--- config.mk ---
export PLATFORM = sky130hd
export DESIGN_NAME = positional_list_engine_core
export DESIGN_NICKNAME = d
export VERILOG_FILES = /design/src/design/ple_pkg.sv /design/src/design/ple_ctrl.sv /design/src/design/ple_store.sv /design/src/design/positional_list_engine_core.sv
export SDC_FILE = /design/constraint.sdc
export NUM_CORES = 1
export LEC_CHECK = 0
export ABC_AREA = 0
export BUFFER_PORTS_ARGS = -buffer_cell sky130_fd_sc_hd__buf_2
export CAP_MARGIN = 20
export CORE_ASPECT_RATIO = 1.4
export CORE_UTILIZATION = 45
export CTS_CLUSTER_SIZE = 25
export DETAILED_ROUTE_END_ITERATION = 8
export GPL_ROUTABILITY_DRIVEN = 0
export REMOVE_ABC_BUFFERS = 1
export SKIP_CTS_REPAIR_TIMING = 1
export SYNTH_ARGS = -nofsm -noshare
export SYNTH_HDL_FRONTEND = slang
export SYNTH_HIERARCHICAL = 1
export SYNTH_SLANG_ARGS = --single-unit
--- constraint.sdc ---
create_clock -name clk -period 7.48 [get_ports clk]
set_clock_uncertainty 0.1 [all_clocks]
set_input_delay 0 -clock clk [delete_from_list [all_inputs] [get_ports clk]]
set_output_delay 0 -clock clk [all_outputs]
set_load 0.1 [all_outputs]
--- src/design/ple_pkg.sv ---
// shared types, constants and codes of the positional list engine
package ple_pkg;

  localparam int CAPACITY = 16;

  // widths of the request and result fields
  localparam int CMD_W = 3;
  localparam int POS_W = 5;
  localparam int VAL_W = 32;
  localparam int ST_W  = 2;

  // count holds 0..CAPACITY, an index 0..CAPACITY-1
  localparam int CNT_W = $clog2(CAPACITY + 1);
  localparam int IDX_W = (CAPACITY > 1) ? $clog2(CAPACITY) : 1;
  // width for comparing positions against the count
  localparam int CMP_W = (POS_W > CNT_W) ? POS_W : CNT_W;

  localparam int IN_W  = CMD_W + POS_W + VAL_W;
  localparam int IN_TW = ((IN_W + 7) / 8) * 8;
  localparam int OUT_W  = VAL_W + CNT_W + ST_W;
  localparam int OUT_TW = ((OUT_W + 7) / 8) * 8;

  typedef enum logic [CMD_W-1:0] {
    CMD_PUSH_FRONT = 3'd0,
    CMD_PUSH_BACK  = 3'd1,
    CMD_INSERT_AT  = 3'd2,
    CMD_POP_FRONT  = 3'd3,
    CMD_POP_BACK   = 3'd4,
    CMD_REMOVE_AT  = 3'd5,
    CMD_READ_AT    = 3'd6
  } cmd_t;

  typedef enum logic [ST_W-1:0] {
    ST_OK     = 2'd0,
    ST_EMPTY  = 2'd1,
    ST_BADPOS = 2'd2,
    ST_FULL   = 2'd3
  } status_t;

  // decoded operation handed from control to the store
  typedef struct packed {
    logic              ins;   // open a slot at idx
    logic              rem;   // close the slot at idx
    logic              rd;    // result comes from entry idx
    logic [IDX_W-1:0]  idx;
    status_t           status;
  } ple_op_t;

endpackage

--- src/design/ple_ctrl.sv ---
// command decode: target slot, status and store operation
module ple_ctrl import ple_pkg::*; (
  input  logic [CMD_W-1:0] cmd,
  input  logic [POS_W-1:0] position,
  input  logic [CNT_W-1:0] count,
  output ple_op_t          op
);

  logic [CMP_W-1:0] cnt_x;
  logic [CMP_W-1:0] pos_x;
  logic [CMP_W-1:0] at;
  logic             is_ins;
  logic             is_rem;
  logic             is_rd;
  logic             full;

  assign cnt_x = CMP_W'(count);
  assign pos_x = CMP_W'(position);
  assign full  = (count >= CNT_W'(CAPACITY));

  always_comb begin
    at     = '0;
    is_ins = 1'b0;
    is_rem = 1'b0;
    is_rd  = 1'b0;
    case (cmd_t'(cmd))
      CMD_PUSH_FRONT: begin
        is_ins = 1'b1;
      end
      CMD_PUSH_BACK: begin
        is_ins = 1'b1;
        at     = cnt_x;
      end
      CMD_INSERT_AT: begin
        is_ins = 1'b1;
        at     = pos_x;
      end
      CMD_POP_FRONT: begin
        is_rem = 1'b1;
      end
      CMD_POP_BACK: begin
        is_rem = 1'b1;
        at     = cnt_x - CMP_W'(1);
      end
      CMD_REMOVE_AT: begin
        is_rem = 1'b1;
        at     = pos_x;
      end
      CMD_READ_AT: begin
        is_rd = 1'b1;
        at    = pos_x;
      end
      default: begin
      end
    endcase
  end

  always_comb begin
    op        = '0;
    op.idx    = at[IDX_W-1:0];
    op.status = ST_OK;
    if (is_ins) begin
      if (at > cnt_x) begin
        op.status = ST_BADPOS;
      end else if (full) begin
        op.status = ST_FULL;
      end else begin
        op.ins = 1'b1;
      end
    end else if (is_rem || is_rd) begin
      if (count == '0) begin
        op.status = ST_EMPTY;
      end else if (at >= cnt_x) begin
        op.status = ST_BADPOS;
      end else begin
        op.rem = is_rem;
        op.rd  = 1'b1;
      end
    end
  end

endmodule

--- src/design/ple_store.sv ---
// register array of entries with parallel shift and the element count
module ple_store import ple_pkg::*; (
  input  logic             clk,
  input  logic             rst,
  input  logic             en,
  input  ple_op_t          op,
  input  logic [VAL_W-1:0] value,
  output logic [CNT_W-1:0] count,
  output logic [CNT_W-1:0] count_next,
  output logic [VAL_W-1:0] rd_data
);

  logic [VAL_W-1:0] entries      [CAPACITY];
  logic [VAL_W-1:0] entries_next [CAPACITY];

  assign rd_data = entries[op.idx];

  always_comb begin
    count_next = count;
    if (op.ins) begin
      count_next = count + CNT_W'(1);
    end else if (op.rem) begin
      count_next = count - CNT_W'(1);
    end
  end

  for (genvar i = 0; i < CAPACITY; i++) begin : g_slot
    logic [VAL_W-1:0] from_below;
    logic [VAL_W-1:0] from_above;

    if (i == 0) begin : g_lo
      assign from_below = entries[i];
    end else begin : g_mid
      assign from_below = entries[i-1];
    end
    if (i == CAPACITY - 1) begin : g_hi
      assign from_above = entries[i];
    end else begin : g_up
      assign from_above = entries[i+1];
    end

    always_comb begin
      entries_next[i] = entries[i];
      if (op.ins) begin
        if (IDX_W'(i) == op.idx) begin
          entries_next[i] = value;
        end else if (IDX_W'(i) > op.idx) begin
          entries_next[i] = from_below;
        end
      end else if (op.rem && (IDX_W'(i) >= op.idx)) begin
        entries_next[i] = from_above;
      end
    end

    always_ff @(posedge clk) begin
      if (en) begin
        entries[i] <= entries_next[i];
      end
    end
  end

  always_ff @(posedge clk) begin
    if (rst) begin
      count <= '0;
    end else if (en) begin
      count <= count_next;
    end
  end

endmodule

--- src/design/positional_list_engine_core.sv ---
// top level of the positional list engine: request and result registers around the store
//
// bounded positional list of up to CAPACITY signed 32-bit words. each request
// pushes or pops at either end, inserts or removes at a position, or reads at a
// position, and returns exactly one result: the removed or read word (zero
// otherwise), the count after the request and a status (ok, empty, bad position,
// full). a request that fails its check leaves the list untouched. one request
// is taken every cycle while the result stream does not stall; each passes the
// request register and then the result register. the rate is set by the entry
// array, which shifts all words by index compare in the same cycle the request
// is decoded. there is no clearing pass after reset: only the count is cleared.
module positional_list_engine_core import ple_pkg::*; (
  input  logic              clk,
  input  logic              rst,
  // request stream
  input  logic              s_tvalid,
  output logic              s_tready,
  // command [2:0], position [7:3], value [39:8]
  input  logic [IN_TW-1:0]  s_tdata,
  // result stream
  output logic              m_tvalid,
  input  logic              m_tready,
  // result_value [31:0], count [36:32], status [38:37], zero fill above
  output logic [OUT_TW-1:0] m_tdata
);

  // request register
  logic             in_valid;
  logic [CMD_W-1:0] in_cmd;
  logic [POS_W-1:0] in_pos;
  logic [VAL_W-1:0] in_val;

  // result register
  logic [VAL_W-1:0] res_value;
  logic [CNT_W-1:0] res_count;
  status_t          res_status;

  logic             fire;
  ple_op_t          op;
  logic [CNT_W-1:0] count;
  logic [CNT_W-1:0] count_next;
  logic [VAL_W-1:0] rd_data;
  ple_op_t          op_gated;

  // a request executes when the result register is free or being drained
  assign fire     = in_valid && (!m_tvalid || m_tready);
  assign s_tready = !in_valid || fire;

  always_ff @(posedge clk) begin
    if (rst) begin
      in_valid <= 1'b0;
    end else if (s_tready) begin
      in_valid <= s_tvalid;
    end
  end

  // payload of the request register needs no reset
  always_ff @(posedge clk) begin
    if (s_tvalid && s_tready) begin
      in_cmd <= s_tdata[CMD_W-1:0];
      in_pos <= s_tdata[CMD_W +: POS_W];
      in_val <= s_tdata[CMD_W+POS_W +: VAL_W];
    end
  end

  ple_ctrl u_ctrl (
    .cmd      (in_cmd),
    .position (in_pos),
    .count    (count),
    .op       (op)
  );

  // the store only changes when the request actually executes
  always_comb begin
    op_gated     = op;
    op_gated.ins = op.ins && fire;
    op_gated.rem = op.rem && fire;
  end

  ple_store u_store (
    .clk        (clk),
    .rst        (rst),
    .en         (fire),
    .op         (op_gated),
    .value      (in_val),
    .count      (count),
    .count_next (count_next),
    .rd_data    (rd_data)
  );

  always_ff @(posedge clk) begin
    if (rst) begin
      m_tvalid <= 1'b0;
    end else if (fire) begin
      m_tvalid <= 1'b1;
    end else if (m_tready) begin
      m_tvalid <= 1'b0;
    end
  end

  always_ff @(posedge clk) begin
    if (fire) begin
      res_value  <= op.rd ? rd_data : '0;
      res_count  <= count_next;
      res_status <= op.status;
    end
  end

  assign m_tdata = OUT_TW'({res_status, res_count, res_value});

`ifndef ASSERT_OFF
  // the count never passes the capacity
  a_count_bound: assert property (@(posedge clk) disable iff (rst)
    count <= CNT_W'(CAPACITY))
    else $error("element count above capacity");

  // a full status is only reported with a full list
  a_full_count: assert property (@(posedge clk) disable iff (rst)
    m_tvalid && (res_status == ST_FULL) |-> res_count == CNT_W'(CAPACITY))
    else $error("full status with free slots");

  // an empty status is only reported with an empty list
  a_empty_count: assert property (@(posedge clk) disable iff (rst)
    m_tvalid && (res_status == ST_EMPTY) |-> res_count == '0)
    else $error("empty status with stored elements");

  // a failed request leaves the count unchanged
  a_fail_hold: assert property (@(posedge clk) disable iff (rst)
    fire && (op.status != ST_OK) |=> $stable(count))
    else $error("failed request changed the count");
`endif

endmodule

==> results of run 1 <==
==> cell usage after synthesis, types with 4 or more instances <==
library cell	n	area share, %
xnor2_1	6	0.16
nor2b_1	4	0.075
ha_1	8	0.30
inv_1	17	0.19
nor3_1	4	0.060
mux2_2	58	1.9
buf_6	26	0.87
mux2_1	6	0.20
nand3_1	33	0.49
clkbuf_1	141	1.6
buf_1	11	0.12
and2_1	40	0.75
buf_4	33	0.74
o211ai_1	18	0.40
nand2b_1	4	0.075
nor2_1	463	5.2
edfxtp_1	591	53
buf_2	33	0.49
dfxtp_1	7	0.42
mux4_2	64	4.3
nor2_2	5	0.093
nand2_1	81	0.91
mux2i_1	579	17
o21ai_0	8	0.12
o22a_1	33	0.86
a21oi_1	467	7.0
a22oi_1	16	0.36
o2111ai_1	17	0.44
==> worst paths after layout <==
| kind | startpoint | end | slack, ns | cells past startpoint |
|---|---|---|---|---|
| hold reg to reg | u_store/entries[15][25]$_DFFE_PP_ | u_store/entries[14][25]$_DFFE_PP_ | 0.51 | 2 |
| setup / recovery | in_cmd[2]$_DFFE_PP_ | u_store/entries[6][11]$_DFFE_PP_ | 1.53 | 15 |
| setup reg to reg | in_cmd[2]$_DFFE_PP_ | u_store/entries[6][11]$_DFFE_PP_ | 1.53 | 15 |
| hold / removal | s_tdata[4] | in_pos[1]$_DFFE_PP_ | -0.003 | 2 |
==> flip-flops by register name, summed over array words and instances (netlist names) <==
name	flops
m_tvalid	1
res_count	5
u_store/entries	512
in_val	32
u_store/count	5
in_cmd	3
in_pos	5
res_value	32
res_status	2
in_valid	1
==> kinds of logic after synthesis <==
logic type | count (synthesis) | synth area share [%]
AO/OA/AOI/OAI | 575 | 9.53
XOR/XNOR | 9 | 0.235
buffers and inverters | 270 | 4.36
multiplexers | 707 | 23.7
flip-flops | 598 | 53.4
AND/OR/NAND/NOR | 664 | 8.44
adder cells (fa/ha/maj) | 8 | 0.299
other | 1 | 0.0112
==> power by group through the flow <==
stage               Sequential, mW  Combinational, mW  Clock [mW]
floorplan                     3.91              0.773           0
detailed placement            3.86              0.886           0
finish                        3.79              0.907        3.26
global route                  3.80              0.967        3.43
global placement              3.86              0.876           0
CTS                           3.79              0.888        3.33
==> layout make-up <==
cell class,count,area (um2)
diodes,1,2.50
clock buffers,82,1780
clock inverters,32,309
fillers,6608,36800
inverters,17,71.3
multi-input cells,1964,14400
flip-flops and latches,598,17900
well taps,960,1200
repair buffers,186,1420
==> metal layers <==
layer	share of wire, %	up-vias	global-route usage [%]
met5	0	-	0
met4	3.2	0	9.55
met3	5.4	162	3.10
met2	49	718	41.2
met1	42	11600	33.0
li1	-	10600	-
==> metrics by stage <==
stage                     setup WS (ns)  power, mW  hold WS (ns)  util, %
after detailed placement           1.62       4.75        0.0781     46.6
after global placement             1.68       4.73        0.0758     46.6
final                              1.53       7.95      -0.00301     50.2
after global routing               1.24       8.19      -0.00568     50.2
after CTS                          1.58       8.01        -0.577     49.5
after floorplan                  -33.81       4.68       -0.0309        -
==> results.yml, run 1 <==
finish:
  drive_gt1_share_pct: 13.9
  finalInstanceArea_um2: 37100
  layout_commonest_cell: "edfxtp_1"
  layout.nets: 2885
  final_cells: 3840
  syn2layout_area_growth_pct: 10.6
  final_cell_mix: "591 x edfxtp_1, 579 x mux2i_1, 462 x a21oi_1"
clocking:
  cts.sinks: 598
  cts_made_buffers: 66
  cts_max_level: 3
  clk_pin_slew_ns: 0.06
  tritoncts: "yes"
  cts_buffer_depth: 3
  clk_latency_ns: 0.62
  clock-root-buffer: "clkbuf_16"
setup_path:
  worst-path-max-fanout: 71
  cpLargestDelayFamily: "compound AO/OA/AOI/OAI gates"
  max_stage_delay_ns: 0.74
  slowest_stage: "and3_4"
  start_kind: "flop"
  critPathArrivalTime_ns: 6.08
  criticalPathCategory: "flop to flop"
  cp.required_ns: 7.62
  path_buf_inv: 3
  endpoint_kind: "flop"
  crit_chain: "inv_1 -> nor2_1 -> a21oi_1 -> o21ai_4 -> ha_1 -> o21ai_1 -> a21oi_1 -> o31a_1 -> nor4_1 -> and3_4 -> o21ai_2 -> buf_4 -> or2_2 -> a21oi_4 -> buf_4"
timing:
  fin_crit_sh_pct: 79.5
  worst_pin_slew_ns: 1.15
  rsz0062_at_grt: "no"
  slew_headroom_pct: 23.1
  hold_viol: 4
  setup_viol: 0
  period_minus_slack_ns: 5.95
  final.setup.tns_ns: 0
  max_freq_ghz: 0.168
  slew_viol_final: 0
  holdWs_ns: -0.00301
floorplanning:
  num_rows: 118
  initial_core_util_pct: 45.4
  core_area_um2: 73800
  fp.dieH_um: 325
  io_pins: 86
  dieWidth_um: 233
  die_area_um2: 75600
placed_design:
  port_buffers: 84
  dpl.cell_count: 3675
  placed_area_um2: 34400
  hpwl_mm: 55.5
logic_synthesis:
  synth_warnings: 6
  synthCells: 2832
  ys_seq_area_share_pct: 53.4
  ys_async_sr_fraction_pct: 0
  synthFlopType: "edfxtp_1"
  synth_cell_types: 67
  syn_area_um2: 33500
  syn_area_per_cell_um2: 11.8
  ys_seq_elements: 598
  synth_edf_count: 591
drt:
  drc: 0
  detail_route.first_pass.iterations: 7
  initialDrtViolationCount: 1857
  vias_per_cell: 6.01
  num_vias: 23100
  wl_per_cell_um: 24.5
  wl_mm: 94.1
  final_antenna_net_count: 0
status:
  violations: "hold timing"
  status: "finished with violations"
global_routing:
  grt_pass1_wl_mm: 142
  grt.overflow.total: 0
  first_global_vias: 23000
  track_usage_pct: 24.8
  antenna_found_initial: 0
  grt_max_degree: 236
job:
  maxCapViolations: 0
power_and_ir_drop:
  switching_share_pct: 25.3
  switchingPower_mw: 2.01
  power_frac_comb_pct: 11.4
  ir_drop_mv: 0.160
  p_leak_nw: 13.1
  power.internal_mw: 5.94
  p_seq_share_pct: 47.6
  power.density_nw_per_um2: 215
  clkPwrFrac_pct: 40.9
worst_hold_path:
  hold_class: "input pin to flop"
Note: power is estimated with default switching activity, not from simulation.
==> inputs of run 2 (changes only) <==
- clock period: 7.48 -> 6.1 ns (I/O delays scaled with it)
==> run 2 against run 1 <==
Effect of this change: routed wire length is 0.59% higher; core utilization rose by 0.71 points; design area up 1.4%; clock power is 27% higher; via count shrank 0.41%; worst hold slack worse by 0.0071 ns; register-to-register slack lost 0.60 ns; sequential cell count did not move; combinational power up 25%; sequential power rose by 23%; maximum frequency up 15%; the flow still finishes with violations (hold timing).
==> results.yml, run 2 (synthesis results as in run 1) <==
finish:
  antenna_cells: 0
  reg_top3: "u_store/entries x512, in_val x32, res_value x32"
  layout_commonest_cell: "edfxtp_1"
  layout.nets: 2922
  syn2layout_area_growth_pct: 12.1
  final_cell_mix: "591 x edfxtp_1, 579 x mux2i_1, 462 x a21oi_1"
  fillCellCount: 6459
  largest_register_ff_count: 512
  largest_register: "u_store/entries"
  finalInstanceArea_um2: 37600
  drive_gt1_share_pct: 14.1
power_and_ir_drop:
  p_leak_nw: 13.3
  power_frac_comb_pct: 11.4
  switching_share_pct: 25.0
  clkPwrFrac_pct: 41.7
  p_seq_share_pct: 46.8
  power.density_nw_per_um2: 264
  switchingPower_mw: 2.48
  ir_drop_mv: 0.212
  power.internal_mw: 7.44
clocking:
  tritoncts: "yes"
  clock-root-buffer: "clkbuf_16"
  cts_made_buffers: 61
  cts_max_level: 2
  cts_buffer_depth: 3
  clk_latency_ns: 0.65
  clk_pin_slew_ns: 0.06
  cts.sinks: 598
placed_design:
  placed_area_um2: 34600
  port_buffers: 84
  hpwl_mm: 56.4
drt:
  wl_mm: 94.7
  vias_per_cell: 5.92
  initialDrtViolationCount: 1924
  num_vias: 23000
  wl_per_cell_um: 24.4
  drc: 0
  final_antenna_net_count: 0
  detail_route.first_pass.iterations: 6
floorplanning:
  dieWidth_um: 233
  core_area_um2: 73800
  initial_core_util_pct: 45.4
  io_pins: 86
  die_area_um2: 75600
  fp.dieH_um: 325
  num_rows: 118
setup_path:
  worst-path-max-fanout: 32
  cp.required_ns: 6.26
  endpoint_kind: "flop"
  criticalPathCategory: "flop to flop"
  critPathArrivalTime_ns: 5.32
  start_kind: "flop"
  crit_chain: "inv_1 -> o211ai_1 -> a21oi_1 -> a21oi_1 -> ha_1 -> or3b_1 -> o2111ai_1 -> nand2_1 -> a21o_1 -> nor3_1 -> and3_1 -> o21ai_2 -> buf_4 -> or2_2 -> inv_2"
  slowest_stage: "inv_2"
  path_buf_inv: 3
  max_stage_delay_ns: 0.80
  crit_top_cell: "a21oi_1"
  cpLargestDelayFamily: "simple AND/OR/NAND/NOR gates"
timing:
  hold_viol: 2
  final.setup.tns_ns: 0
  max_freq_ghz: 0.193
  fin_crit_sh_pct: 84.7
  slew_viol_final: 0
  slew_headroom_pct: 26.3
  setup_viol: 0
  rsz0062_at_grt: "no"
  period_minus_slack_ns: 5.17
  holdWs_ns: -0.0101
  worst_pin_slew_ns: 1.11
global_routing:
  grt_pass1_wl_mm: 142
  grt.overflow.total: 0
  grt_max_degree: 203
  antenna_found_initial: 1
  first_global_vias: 22500
  track_usage_pct: 24.7
status:
  status: "finished with violations"
  violations: "hold timing"
job:
  maxCapViolations: 0
worst_hold_path:
  hold_class: "input pin to flop"
-- run 2: changes by cell type in the layout (fill, tap and decap cells not counted), moves of 4 or more --
| cell | previous run | this run |
|---|---|---|
| dlygate4sd3_1 | 48 | 80 |
| buf_12 | 4 | 13 |
| bufinv_16 | 6 | 13 |
| clkbuf_16 | 69 | 63 |
| buf_4 | 47 | 51 |
-- run 2: power by group through the flow --
stage / sequential [mW] / combinational, mW / clock, mW
3_5_place_dp: 4.73 / 1.09 / 0
2_1_floorplan: 4.79 / 0.948 / 0
4_1_cts: 4.64 / 1.09 / 4.22
5_1_grt: 4.65 / 1.20 / 4.35
3_3_place_gp: 4.73 / 1.08 / 0
6_report: 4.65 / 1.13 / 4.14
-- run 2: cell type report --
cell class | instances | area [um2] | share of cell area (%)
multi-input combinational | 1964 | 14400 | 38.3
sequential | 598 | 17900 | 47.6
inverter | 17 | 71.3 | 0.190
clock inverter | 34 | 497 | 1.32
clock buffer | 81 | 1660 | 4.43
tap | 960 | 1200 | 3.20
timing repair buffer | 228 | 1860 | 4.96
-- run 2: path summary, 6_finish.rpt --
check | start | to | slack [ns] | cells past startpoint
worst min-delay path | s_tdata[37] | in_val[29]$_DFFE_PP_ | -0.01 | 2
worst max register to register | in_cmd[2]$_DFFE_PP_ | u_store/entries[7][21]$_DFFE_PP_ | 0.93 | 15
worst max-delay path | in_cmd[2]$_DFFE_PP_ | u_store/entries[7][21]$_DFFE_PP_ | 0.93 | 15
worst min register to register | in_valid$_SDFFE_PP0P_ | m_tvalid$_SDFFE_PP0P_ | 0.41 | 2
-- run 2: worst register-to-register path: stages, from the launching register on --
cell and delay (ns):
edfxtp_1 0.62, inv_1 0.18, o211ai_1 0.22, a21oi_1 0.09, a21oi_1 0.44, ha_1 0.34, or3b_1 0.39, o2111ai_1 0.12
nand2_1 0.10, a21o_1 0.21, nor3_1 0.16, and3_1 0.28, o21ai_2 0.07, buf_4 0.23, or2_2 0.42, inv_2 0.80
-- run 2: routing by layer --
layer,part of all wire (%),GRT usage (%),up-vias
met2,50,42.4,655
met4,2.5,6.91,0
met1,42,32.6,11500
met5,0,0,-
met3,4.9,3.12,144
li1,-,-,10700
-- run 2: stage by stage --
| step | utilization (%) | power (mW) | setup WS (ns) | hold WS (ns) | instances |
|---|---|---|---|---|---|
| global route | 50.9 | 10.2 | 0.623 | 0.00521 | 3882 |
| detailed placement | 46.9 | 5.82 | 0.974 | 0.0781 | 3687 |
| global placement | 46.9 | 5.80 | 1.03 | 0.0763 | 3687 |
| finish | 50.9 | 9.92 | 0.932 | -0.0101 | 3882 |
| floorplan | - | 5.74 | -35.19 | -0.0309 | 2579 |
| CTS | 49.8 | 9.96 | 0.934 | -0.611 | 3802 |
